$ cat config.mk
export PLATFORM = sky130hd
export DESIGN_NAME = calendar_date_add_days_unit
export DESIGN_NICKNAME = d
export VERILOG_FILES = /design/src/hw/rtl/cda_pkg.sv /design/src/hw/rtl/calendar_date_add_days_unit.sv /design/src/hw/rtl/cda_ctrl.sv /design/src/hw/rtl/cda_datapath.sv
export SDC_FILE = /design/constraint.sdc
export NUM_CORES = 1
export LEC_CHECK = 0
export BUFFER_PORTS_ARGS = -buffer_cell sky130_fd_sc_hd__buf_2
export CORE_UTILIZATION = 45
export DETAILED_ROUTE_END_ITERATION = 10
export GPL_TIMING_DRIVEN = 0
export HOLD_SLACK_MARGIN = 0.06
export PLACE_DENSITY = 0.75
export SLEW_MARGIN = 0
export SYNTH_ARGS = -nofsm -noshare
export SYNTH_HDL_FRONTEND = slang
export SYNTH_HIERARCHICAL = 1
export SYNTH_SLANG_ARGS = --single-unit
$ cat constraint.sdc
create_clock -name clock -period 11.8 [get_ports clock]
set_clock_uncertainty 0.1 [all_clocks]
set_input_delay 2.36 -clock clock [delete_from_list [all_inputs] [get_ports clock]]
set_output_delay 2.36 -clock clock [all_outputs]
set_load 0.02 [all_outputs]
$ cat src/hw/rtl/cda_pkg.sv
// Shared types, constants and the month length table for the date adder.
// No dependencies; used by cda_ctrl, cda_datapath and the top level.
`timescale 1ns / 1ps
`default_nettype none

package cda_pkg;

   // Configuration of the calendar walk
   localparam int MAX_YEAR        = 9999;
   localparam int OFFSET_BITS     = 16;
   localparam int LEAP_PERIOD     = 4;
   localparam int MONTHS          = 12;
   localparam int DAYS_PER_PERIOD = 1461;

   // Fixed field widths of the item
   localparam int DAY_W   = 5;
   localparam int MONTH_W = 4;
   localparam int YEAR_W  = 14;

   // Day accumulator: start day plus signed offset, and room for a whole period
   localparam int D_BITS = (OFFSET_BITS + 2 > 13) ? OFFSET_BITS + 2 : 13;

   // Working year: start year plus the years an offset can span, plus sign
   localparam int YEAR_BASE_BITS =
      ($clog2(MAX_YEAR + 1) > YEAR_W) ? $clog2(MAX_YEAR + 1) : YEAR_W;
   localparam int YEAR_BITS =
      ((YEAR_BASE_BITS > OFFSET_BITS - 8) ? YEAR_BASE_BITS : OFFSET_BITS - 8) + 2;

   // Controller to datapath commands
   typedef struct packed {
      logic load;
      logic step;
   } cda_cmd_type;

   // Datapath to controller status
   typedef struct packed {
      logic input_bad;
      logic walk_done;
   } cda_status_type;

   // Days in a month; zero for a month code outside 1..12
   function automatic logic [DAY_W-1:0] month_len(input logic [MONTH_W-1:0] m,
                                                  input logic leap);
      logic [DAY_W-1:0] len;
      len = '0;
      case (m) inside
         4'd1, 4'd3, 4'd5, 4'd7, 4'd8, 4'd10, 4'd12: len = 5'd31;
         4'd4, 4'd6, 4'd9, 4'd11:                    len = 5'd30;
         4'd2:                                       len = leap ? 5'd29 : 5'd28;
         default:                                    len = '0;
      endcase
      return len;
   endfunction

endpackage

`default_nettype wire

$ cat src/hw/rtl/calendar_date_add_days_unit.sv
// Date adder: start date plus signed day offset, one item at a time.
// Each accepted item walks in 4-year period steps, then month steps (one per cycle);
// an invalid start date skips the walk. A new item is accepted only in idle, after the
// result of the last one has been taken.
// Reset (synchronous, active high) returns the controller to idle; no item in flight.
`timescale 1ns / 1ps
`default_nettype none

module calendar_date_add_days_unit
   import cda_pkg::*;
(
   input  wire logic                   clock,
   input  wire logic                   reset,
   input  wire logic                   req_valid,
   output logic                        req_ready,
   input  wire logic [DAY_W-1:0]       req_day_in,
   input  wire logic [MONTH_W-1:0]     req_month_in,
   input  wire logic [YEAR_W-1:0]      req_year_in,
   input  wire logic [OFFSET_BITS-1:0] req_day_offset,
   output logic                        rsp_valid,
   input  wire logic                   rsp_ready,
   output logic [DAY_W-1:0]            rsp_day_out,
   output logic [MONTH_W-1:0]          rsp_month_out,
   output logic [YEAR_W-1:0]           rsp_year_out,
   output logic                        rsp_input_invalid,
   output logic                        rsp_year_out_of_range
);

   cda_cmd_type    cmd;
   cda_status_type status;

   // Sequencer
   cda_ctrl u_ctrl (
      .clock     (clock),
      .reset     (reset),
      .req_valid (req_valid),
      .req_ready (req_ready),
      .rsp_valid (rsp_valid),
      .rsp_ready (rsp_ready),
      .status    (status),
      .cmd       (cmd)
   );

   // Date registers and step logic
   cda_datapath u_datapath (
      .clock                 (clock),
      .req_day_in            (req_day_in),
      .req_month_in          (req_month_in),
      .req_year_in           (req_year_in),
      .req_day_offset        (req_day_offset),
      .cmd                   (cmd),
      .status                (status),
      .rsp_day_out           (rsp_day_out),
      .rsp_month_out         (rsp_month_out),
      .rsp_year_out          (rsp_year_out),
      .rsp_input_invalid     (rsp_input_invalid),
      .rsp_year_out_of_range (rsp_year_out_of_range)
   );

endmodule

`default_nettype wire

$ cat src/hw/rtl/cda_ctrl.sv
// Controller for the date adder: takes an item, runs the walk, hands out the result.
// Depends on cda_pkg for the command and status structs.
`timescale 1ns / 1ps
`default_nettype none

module cda_ctrl
   import cda_pkg::*;
(
   input  wire logic           clock,
   input  wire logic           reset,
   input  wire logic           req_valid,
   output logic                req_ready,
   output logic                rsp_valid,
   input  wire logic           rsp_ready,
   input  wire cda_status_type status,
   output cda_cmd_type         cmd
);

   typedef enum logic [2:0] {
      ST_IDLE = 3'b001,
      ST_WALK = 3'b010,
      ST_DONE = 3'b100
   } state_type;

   state_type state_ff, state_in;

   // Next state and commands
   always_comb begin
      state_in  = state_ff;
      cmd       = '0;
      req_ready = 1'b0;
      rsp_valid = 1'b0;
      case (state_ff)
         ST_IDLE: begin
            req_ready = 1'b1;
            if (req_valid) begin
               cmd.load = 1'b1;
               state_in = ST_WALK;
            end
         end
         ST_WALK: begin
            if (status.input_bad || status.walk_done) begin
               state_in = ST_DONE;
            end else begin
               cmd.step = 1'b1;
            end
         end
         ST_DONE: begin
            rsp_valid = 1'b1;
            if (rsp_ready) begin
               state_in = ST_IDLE;
            end
         end
         default: begin
            state_in = ST_IDLE;
         end
      endcase
   end

   // State register
   always_ff @(posedge clock) begin
      if (reset) begin
         state_ff <= ST_IDLE;
      end else begin
         state_ff <= state_in;
      end
   end

endmodule

`default_nettype wire

$ cat src/hw/rtl/cda_datapath.sv
// Datapath for the date adder: day, month and year registers and the step logic.
// Depends on cda_pkg for widths, constants and the month length table.
`timescale 1ns / 1ps
`default_nettype none

module cda_datapath
   import cda_pkg::*;
(
   input  wire logic                   clock,
   input  wire logic [DAY_W-1:0]       req_day_in,
   input  wire logic [MONTH_W-1:0]     req_month_in,
   input  wire logic [YEAR_W-1:0]      req_year_in,
   input  wire logic [OFFSET_BITS-1:0] req_day_offset,
   input  wire cda_cmd_type            cmd,
   output cda_status_type              status,
   output logic [DAY_W-1:0]            rsp_day_out,
   output logic [MONTH_W-1:0]          rsp_month_out,
   output logic [YEAR_W-1:0]           rsp_year_out,
   output logic                        rsp_input_invalid,
   output logic                        rsp_year_out_of_range
);

   localparam logic signed [D_BITS-1:0]    PERIOD_D   = D_BITS'(DAYS_PER_PERIOD);
   localparam logic signed [D_BITS-1:0]    NPERIOD_D  = -D_BITS'(DAYS_PER_PERIOD);
   localparam logic signed [D_BITS-1:0]    ONE_D      = D_BITS'(1);
   localparam logic signed [YEAR_BITS-1:0] MAX_YEAR_Y = YEAR_BITS'(MAX_YEAR);
   localparam logic signed [YEAR_BITS-1:0] ONE_Y      = YEAR_BITS'(1);
   localparam logic signed [YEAR_BITS-1:0] PERIOD_Y   = YEAR_BITS'(LEAP_PERIOD);
   localparam logic [MONTH_W-1:0]          LAST_MONTH = MONTH_W'(MONTHS);
   localparam logic [MONTH_W-1:0]          FIRST_MONTH = MONTH_W'(1);

   logic signed [D_BITS-1:0]    day_ff, day_in;
   logic [MONTH_W-1:0]          month_ff, month_in;
   logic signed [YEAR_BITS-1:0] year_ff, year_in;
   logic                        bad_ff, bad_in;

   logic [DAY_W-1:0]            start_len;
   logic                        start_bad;
   logic [YEAR_BITS-1:0]        start_year;
   logic signed [D_BITS-1:0]    start_day;

   logic [DAY_W-1:0]            len_cur, len_prev;
   logic [MONTH_W-1:0]          month_prev, month_next;
   logic signed [YEAR_BITS-1:0] year_prev, year_next;
   logic signed [D_BITS-1:0]    len_cur_d, len_prev_d;
   logic                        go_period_fwd, go_period_bwd, go_month_fwd, go_month_bwd;
   logic                        range_bad;

   // Start date check and first day sum
   always_comb begin
      start_year = {{(YEAR_BITS-YEAR_W){1'b0}}, req_year_in};
      start_len  = month_len(req_month_in, req_year_in[1:0] == 2'b00);
      start_bad  = (req_month_in == '0) || (req_month_in > LAST_MONTH) ||
                   (start_year == '0) || ($signed(start_year) > MAX_YEAR_Y) ||
                   (req_day_in == '0) || (req_day_in > start_len);
      start_day  = $signed({{(D_BITS-DAY_W){1'b0}}, req_day_in}) +
                   $signed({{(D_BITS-OFFSET_BITS){req_day_offset[OFFSET_BITS-1]}},
                            req_day_offset});
   end

   // Neighbor months and their lengths
   always_comb begin
      month_next = (month_ff == LAST_MONTH) ? FIRST_MONTH : month_ff + MONTH_W'(1);
      year_next  = (month_ff == LAST_MONTH) ? year_ff + ONE_Y : year_ff;
      month_prev = (month_ff == FIRST_MONTH) ? LAST_MONTH : month_ff - MONTH_W'(1);
      year_prev  = (month_ff == FIRST_MONTH) ? year_ff - ONE_Y : year_ff;
      len_cur    = month_len(month_ff, year_ff[1:0] == 2'b00);
      len_prev   = month_len(month_prev, year_prev[1:0] == 2'b00);
      len_cur_d  = $signed({{(D_BITS-DAY_W){1'b0}}, len_cur});
      len_prev_d = $signed({{(D_BITS-DAY_W){1'b0}}, len_prev});
   end

   // Which step applies this cycle, in walk order
   always_comb begin
      go_period_fwd = day_ff > PERIOD_D;
      go_period_bwd = !go_period_fwd && (day_ff < NPERIOD_D);
      go_month_fwd  = !go_period_fwd && !go_period_bwd && (day_ff > len_cur_d);
      go_month_bwd  = !go_period_fwd && !go_period_bwd && !go_month_fwd &&
                      (day_ff < ONE_D);
      status.walk_done = !(go_period_fwd || go_period_bwd || go_month_fwd || go_month_bwd);
      status.input_bad = bad_ff;
   end

   // Register updates: load a new item or take one step
   always_comb begin
      day_in   = day_ff;
      month_in = month_ff;
      year_in  = year_ff;
      bad_in   = bad_ff;
      if (cmd.load) begin
         day_in   = start_day;
         month_in = req_month_in;
         year_in  = $signed(start_year);
         bad_in   = start_bad;
      end else if (cmd.step) begin
         if (go_period_fwd) begin
            day_in  = day_ff - PERIOD_D;
            year_in = year_ff + PERIOD_Y;
         end else if (go_period_bwd) begin
            day_in  = day_ff + PERIOD_D;
            year_in = year_ff - PERIOD_Y;
         end else if (go_month_fwd) begin
            day_in   = day_ff - len_cur_d;
            month_in = month_next;
            year_in  = year_next;
         end else if (go_month_bwd) begin
            day_in   = day_ff + len_prev_d;
            month_in = month_prev;
            year_in  = year_prev;
         end
      end
   end

   always_ff @(posedge clock) begin
      day_ff   <= day_in;
      month_ff <= month_in;
      year_ff  <= year_in;
      bad_ff   <= bad_in;
   end

   // Result fields; zero date when the start or the result is out of bounds
   always_comb begin
      range_bad             = (year_ff < ONE_Y) || (year_ff > MAX_YEAR_Y);
      rsp_input_invalid     = bad_ff;
      rsp_year_out_of_range = !bad_ff && range_bad;
      if (bad_ff || range_bad) begin
         rsp_day_out   = '0;
         rsp_month_out = '0;
         rsp_year_out  = '0;
      end else begin
         rsp_day_out   = day_ff[DAY_W-1:0];
         rsp_month_out = month_ff;
         rsp_year_out  = year_ff[YEAR_W-1:0];
      end
   end

endmodule

`default_nettype wire
## Word level (Yosys, flattened, before mapping)

Cells that the tools add are included.

- Register bits after elaboration: 42
- Output and inout port bits: 27
- Bits of input ports: 43
- Logic and storage cells: 166

- Equal/unequal tests: 46
- Reduce and logical (&&, ||, !) cells: 46
- $lt $le $gt $ge: 9
- Add/sub/neg operators: 11
- Muxes and demuxes: 47

Operator list:

| operator | count |
|---|---|
| $mux W18 | 6 |
| $mux W16 | 6 |
| $eq A4 B4 Y1 const B | 15 |
| $mux W5 | 10 |
| $eq A4 B3 Y1 const B | 12 |
| $mux W14 | 3 |
| $mux W4 | 9 |
| $eq A4 B2 Y1 const B | 6 |
| $reduce_or A7 Y1 | 3 |
| $add A18 B12 Y18 const B | 1 |
| $add A18 B6 Y18 | 1 |
| $gt A18 B12 Y1 const B | 1 |
| $gt A18 B6 Y1 | 1 |
| $lt A18 B12 Y1 const B | 1 |
| $lt A18 B2 Y1 const B | 1 |
| $sub A18 B12 Y18 const B | 1 |
| $sub A18 B6 Y18 | 1 |
| $add A6 B16 Y17 | 1 |
| $add A16 B2 Y16 const B | 1 |
| $add A16 B4 Y16 const B | 1 |
| $gt A16 B15 Y1 const B | 1 |
| $lt A16 B2 Y1 const B | 1 |
| $sub A16 B2 Y16 const B | 1 |
| $sub A16 B4 Y16 const B | 1 |
| other kinds (31) | 74 |

## Logic depth before layout (Yosys ltp)

- Depth after elaboration: 17
- Mapped depth: 22
- Depth with buffers taken out: 19

## Hierarchy

Netlist, hierarchy kept.

By module, submodules not included:

| module | area an instance (um^2) | cells an instance | seq. area each (um^2) | instances |
|---|---|---|---|---|
| cda_datapath | 5781.8 | 771 | 1151.1 | 1 |
| cda_ctrl | 155.1 | 17 | 60.1 | 1 |

## Least setup slack after synthesis

Ideal clock, no wire load.

- Path kind: reg2out
- Start point: register u_datapath.year_ff[6]
- End point: output port rsp_day_out[0]
- Data arrival time: 2.489 ns
- Path slack: 6.851 ns
- Buffers on the path: 2
- Cell stages (with the launch flop): 9
- Cell sequence: edfxtp_1 > clkbuf_1 > nor4_1 > nor2_1 > o31a_1 > a2111oi_0 > nor2b_1 > clkbuf_1 > and2_1

- Word-level cells in the longest chain between the ends: 4

RTL lines:

| item | RTL line | text |
|---|---|---|
| start: declaration | cda_datapath.sv:34 | `logic signed [YEAR_BITS-1:0] year_ff, year_in;` |
| start signal: assignment | cda_datapath.sv:117 | `year_ff <= year_in;` |
| $lt A16 B2 Y1 / $gt A16 B15 Y1 (equally long branches) | cda_datapath.sv:123 | `range_bad = (year_ff < ONE_Y) \|\| (year_ff > MAX_YEAR_Y);` |
| $logic_or A1 B1 Y1 * | cda_datapath.sv:123 |  |
| $logic_or A1 B1 Y1 * | cda_datapath.sv:126 | `if (bad_ff \|\| range_bad) begin` |
| $mux W5 * | cda_datapath.sv:126 |  |
| end: declaration | calendar_date_add_days_unit.sv:22 | `output logic [DAY_W-1:0] rsp_day_out,` |

Every way passes the cells marked *; elsewhere a longest branch is shown, timed or not.

==> flow_metrics.py <==
metrics = {
    "synthesis": {
        "yosys_warnings": 6,
        "async_flop_share_pct": 0,
        "syn_inst": 788,
        "ys.flop_type": "edfxtp_1",
        "avgSynthCellArea_um2": 7.53,
        "ys_ff_latch": 42,
        "syn-num-nets": 868,
        "seq_area_frac_synth_pct": 20.4,
        "synth_enable_flop_cells": 37,
        "syn-cell-area_mm2": 0.00594,
        "synth_cell_types": 86,
    },
    "sta": {
        "worst_slew_pin_slew_ns": 1.30,
        "maxSlewViolCount": 0,
        "fin_crit_sh_pct": 58.6,
        "rsz0062_at_grt": "false",
        "finalSetupViolCount": 0,
        "layout_min_cycle_time_ns": 6.91,
        "hold_viol_final": 0,
        "setup_tns_ns": 0,
        "max_slew_margin_pct": 13.3,
        "max_freq_mhz": 145,
    },
    "worst_setup_path": {
        "worst_setup_path_end_kind": "register",
        "cp_slowest_stage_delay_ns": 1.06,
        "crit_end": "u_datapath/year_ff[7]",
        "required_ns": 11.62,
        "crit_fanout": 12,
        "cp_slowest_cell": "a21oi_1",
        "path_buf_inv": 5,
        "critPathKind": "reg2reg",
        "r2r_end": "u_datapath/year_ff[7]",
        "worst_setup_path_start_kind": "register",
        "crit-reg2reg-launch": "u_datapath/month_ff[0]",
        "crit_top_cell": "a21oi_1",
        "crit_start": "u_datapath/month_ff[0]",
        "cp.depth": 19,
        "arrival_ns": 6.73,
        "critPathTopFamily": "compound AO/OA/AOI/OAI gates",
        "cp_cell_sequence": "inv_1, ha_1, clkbuf_1, nor2b_1, a22oi_1, a21oi_1, ha_1, and4b_1, nand3_1, o21ai_0, nand2b_1, clkbuf_1, nand2_2, buf_2, nand3_1, inv_1, nor4_1, a21oi_1, a21oi_1",
        "r2r_slack_ns": 4.89,
        "reg2reg_depth": 19,
    },
    "pwr": {
        "p_sw_uw": 378,
        "leakage_uw": 0.00252,
        "seq_power_share_pct": 25.8,
        "p_comb_share_pct": 56.0,
        "p_clk_share_pct": 18.2,
        "cellPowerDensity_mw_per_mm2": 123,
        "p_int_uw": 436,
        "switching_share_pct": 46.5,
        "peakVddDrop_mv": 0.0664,
    },
    "cts": {
        "htree_levels": 2,
        "clock_sinks": 42,
        "clk_latency_ns": 0.31,
        "holdBufCountCts": 0,
        "cts_tree": "done",
        "numCtsBuffers": 5,
        "clockBufferDepth": 2,
        "clk_pin_slew_ns": 0.07,
        "clock-root-buffer": "clkbuf_16",
        "cts.repair.resized": 0,
        "cts_setup_buffers": 0,
    },
    "final_layout": {
        "diodes": 0,
        "drive_gt1_share_pct": 13.2,
        "utilization_pct": 52.2,
        "final_cells": 1037,
        "fin_nets": 944,
        "area_delta_synth_final_pct": 11.9,
    },
    "floorplanning": {
        "num_io_pins": 70,
        "num_rows": 41,
        "initial_core_util_pct": 46.7,
        "core_area_mm2": 0.0127,
        "die_h_um": 117,
        "dieArea_mm2": 0.0137,
        "die_w_um": 117,
    },
    "global_route": {
        "antenna_found_initial": 0,
        "grt_max_degree": 19,
        "grt_pass1_vias": 6123,
        "track_usage_pct": 32.1,
        "overflow": 0,
        "grt_pass1_wl_um": 32900,
    },
    "detailed_routing": {
        "antenna_left": 0,
        "drc": 0,
        "drtPass1Iterations": 9,
        "wl_per_cell_um": 20.7,
        "drt_iter0_drc": 826,
        "routed_wl_um": 21400,
        "vias_per_cell": 6.51,
        "vias": 6753,
    },
    "run": {
        "drv_cap": 0,
    },
    "min_path": {
        "timing.hold.worst.class": "reg2reg",
    },
    "placed_design": {
        "hpwl_um": 15700,
        "gp_congestion": 0.976,
        "portBuffers": 69,
        "place_inst": 1029,
    },
    "status": {
        "status": "finished, final reports clean",
    },
}
-- cell usage in the layout, fill, tap and decap left out, types with 10 or more instances in the layout --
cell and instances:
nor2_1 66, xnor2_1 21, ha_1 34, a21oi_1 56, xor2_1 13, nor2b_1 10
inv_1 40, nor3_1 20, and2_1 27, clkbuf_1 44, o221ai_1 11, buf_2 80
o211ai_1 11, nand3_1 30, edfxtp_1 37, a211oi_1 14, mux2i_1 13, nand2_1 72
o31ai_1 11, nor4_1 10, a31oi_1 18, o21ai_0 42
-- worst min-delay path by stage --
| stage | startpoint | end | slack [ns] | cells past startpoint |
|---|---|---|---|---|
| floorplan | u_ctrl/state_ff[2] | u_ctrl/state_ff[1] | 0.34 | 1 |
| global placement | u_ctrl/state_ff[2] | u_ctrl/state_ff[1] | 0.39 | 1 |
| detailed placement | u_ctrl/state_ff[2] | u_ctrl/state_ff[1] | 0.38 | 1 |
| CTS | u_ctrl/state_ff[2] | u_ctrl/state_ff[1] | 0.40 | 1 |
| global route | u_ctrl/state_ff[2] | u_ctrl/state_ff[1] | 0.45 | 1 |
| finish | u_ctrl/state_ff[2] | u_ctrl/state_ff[1] | 0.40 | 1 |
-- synth_stat cells, types with 4 or more instances --
cell type / n / area share [%]
a21oi_1: 56 / 4.7
o31a_1: 4 / 0.59
nand3_1: 30 / 2.5
o211ai_1: 11 / 1.4
and2_1: 27 / 2.8
nand2b_1: 9 / 0.95
a221oi_1: 7 / 1.0
nor2_1: 66 / 4.2
nor4_1: 10 / 1.1
clkbuf_1: 44 / 2.8
a22oi_1: 6 / 0.76
xnor2_1: 21 / 3.1
ha_1: 34 / 7.2
o221ai_1: 11 / 1.6
buf_2: 11 / 0.93
a221o_1: 7 / 1.2
inv_1: 40 / 2.5
a211oi_1: 14 / 1.8
nor3_1: 20 / 1.7
and3_1: 9 / 0.95
nand4_1: 8 / 0.84
o21ai_0: 42 / 3.5
nor3b_1: 4 / 0.51
o21a_1: 7 / 0.89
nor2b_1: 10 / 1.1
or2_2: 5 / 0.53
mux2i_1: 13 / 2.2
o31ai_1: 11 / 1.4
o22ai_1: 9 / 0.95
a211o_1: 4 / 0.59
or3_1: 9 / 0.95
o21ai_1: 4 / 0.34
a31oi_1: 18 / 1.9
edfxtp_1: 37 / 19
xor2_1: 13 / 1.9
a21o_1: 9 / 1.1
dfxtp_1: 5 / 1.7
nand2_1: 72 / 4.6
-- registers in the layout (all words and copies together) (netlist names) --
name                          count
u_datapath/day_ff                18
u_datapath/year_ff               16
u_datapath/month_ff               4
u_ctrl/state_ff                   3
u_datapath/rsp_input_invalid      1
-- metrics by stage --
step | hold slack [ns] | setup WS (ns) | power, uW | area, um^2
after floorplan | 0.339 | 6.85 | 529 | 5940
after global placement | 0.385 | 5.16 | 648 | 6500
after detailed placement | 0.378 | 5.14 | 652 | 6500
after CTS | 0.402 | 5.08 | 802 | 6640
after global routing | 0.445 | 4.69 | 861 | 6640
final | 0.398 | 4.89 | 814 | 6640
-- per-layer routing --
metal | global-route usage (%) | wire [um]
met1 | 40.9 | 8830
met2 | 49.5 | 9160
met3 | 7.93 | 2360
met4 | 18.8 | 1070
met5 | 0 | 0
-- power by group through the flow --
stage               Sequential (uW)  Clock [uW]  Combinational, uW
floorplan                       207           0                322
global placement                212           0                436
detailed placement              213           0                439
CTS                             210         150                442
global route                    212         156                493
finish                          210         148                456
-- area by class of cell --
class | count | area (um^2)
plain buffers | 58 | 243
clock buffers | 5 | 125
clock inverters | 3 | 21.3
fillers | 1273 | 6080
inverters | 41 | 154
multi-input cells | 647 | 4330
flip-flops and latches | 42 | 1210
well taps | 172 | 215
repair buffers | 69 | 345
-- kinds of logic after synthesis --
kind of cell / share of synthesized area [%]
and+or+nand+nor: 25.1
AOI/OAI and AO/OA: 32.2
buffers and inverters: 6.68
DFF: 20.4
adders and majority gates: 8.18
xor gates and xnor gates: 5.02
muxes: 2.38
No activity file was read; power rests on OpenSTA's default activity.
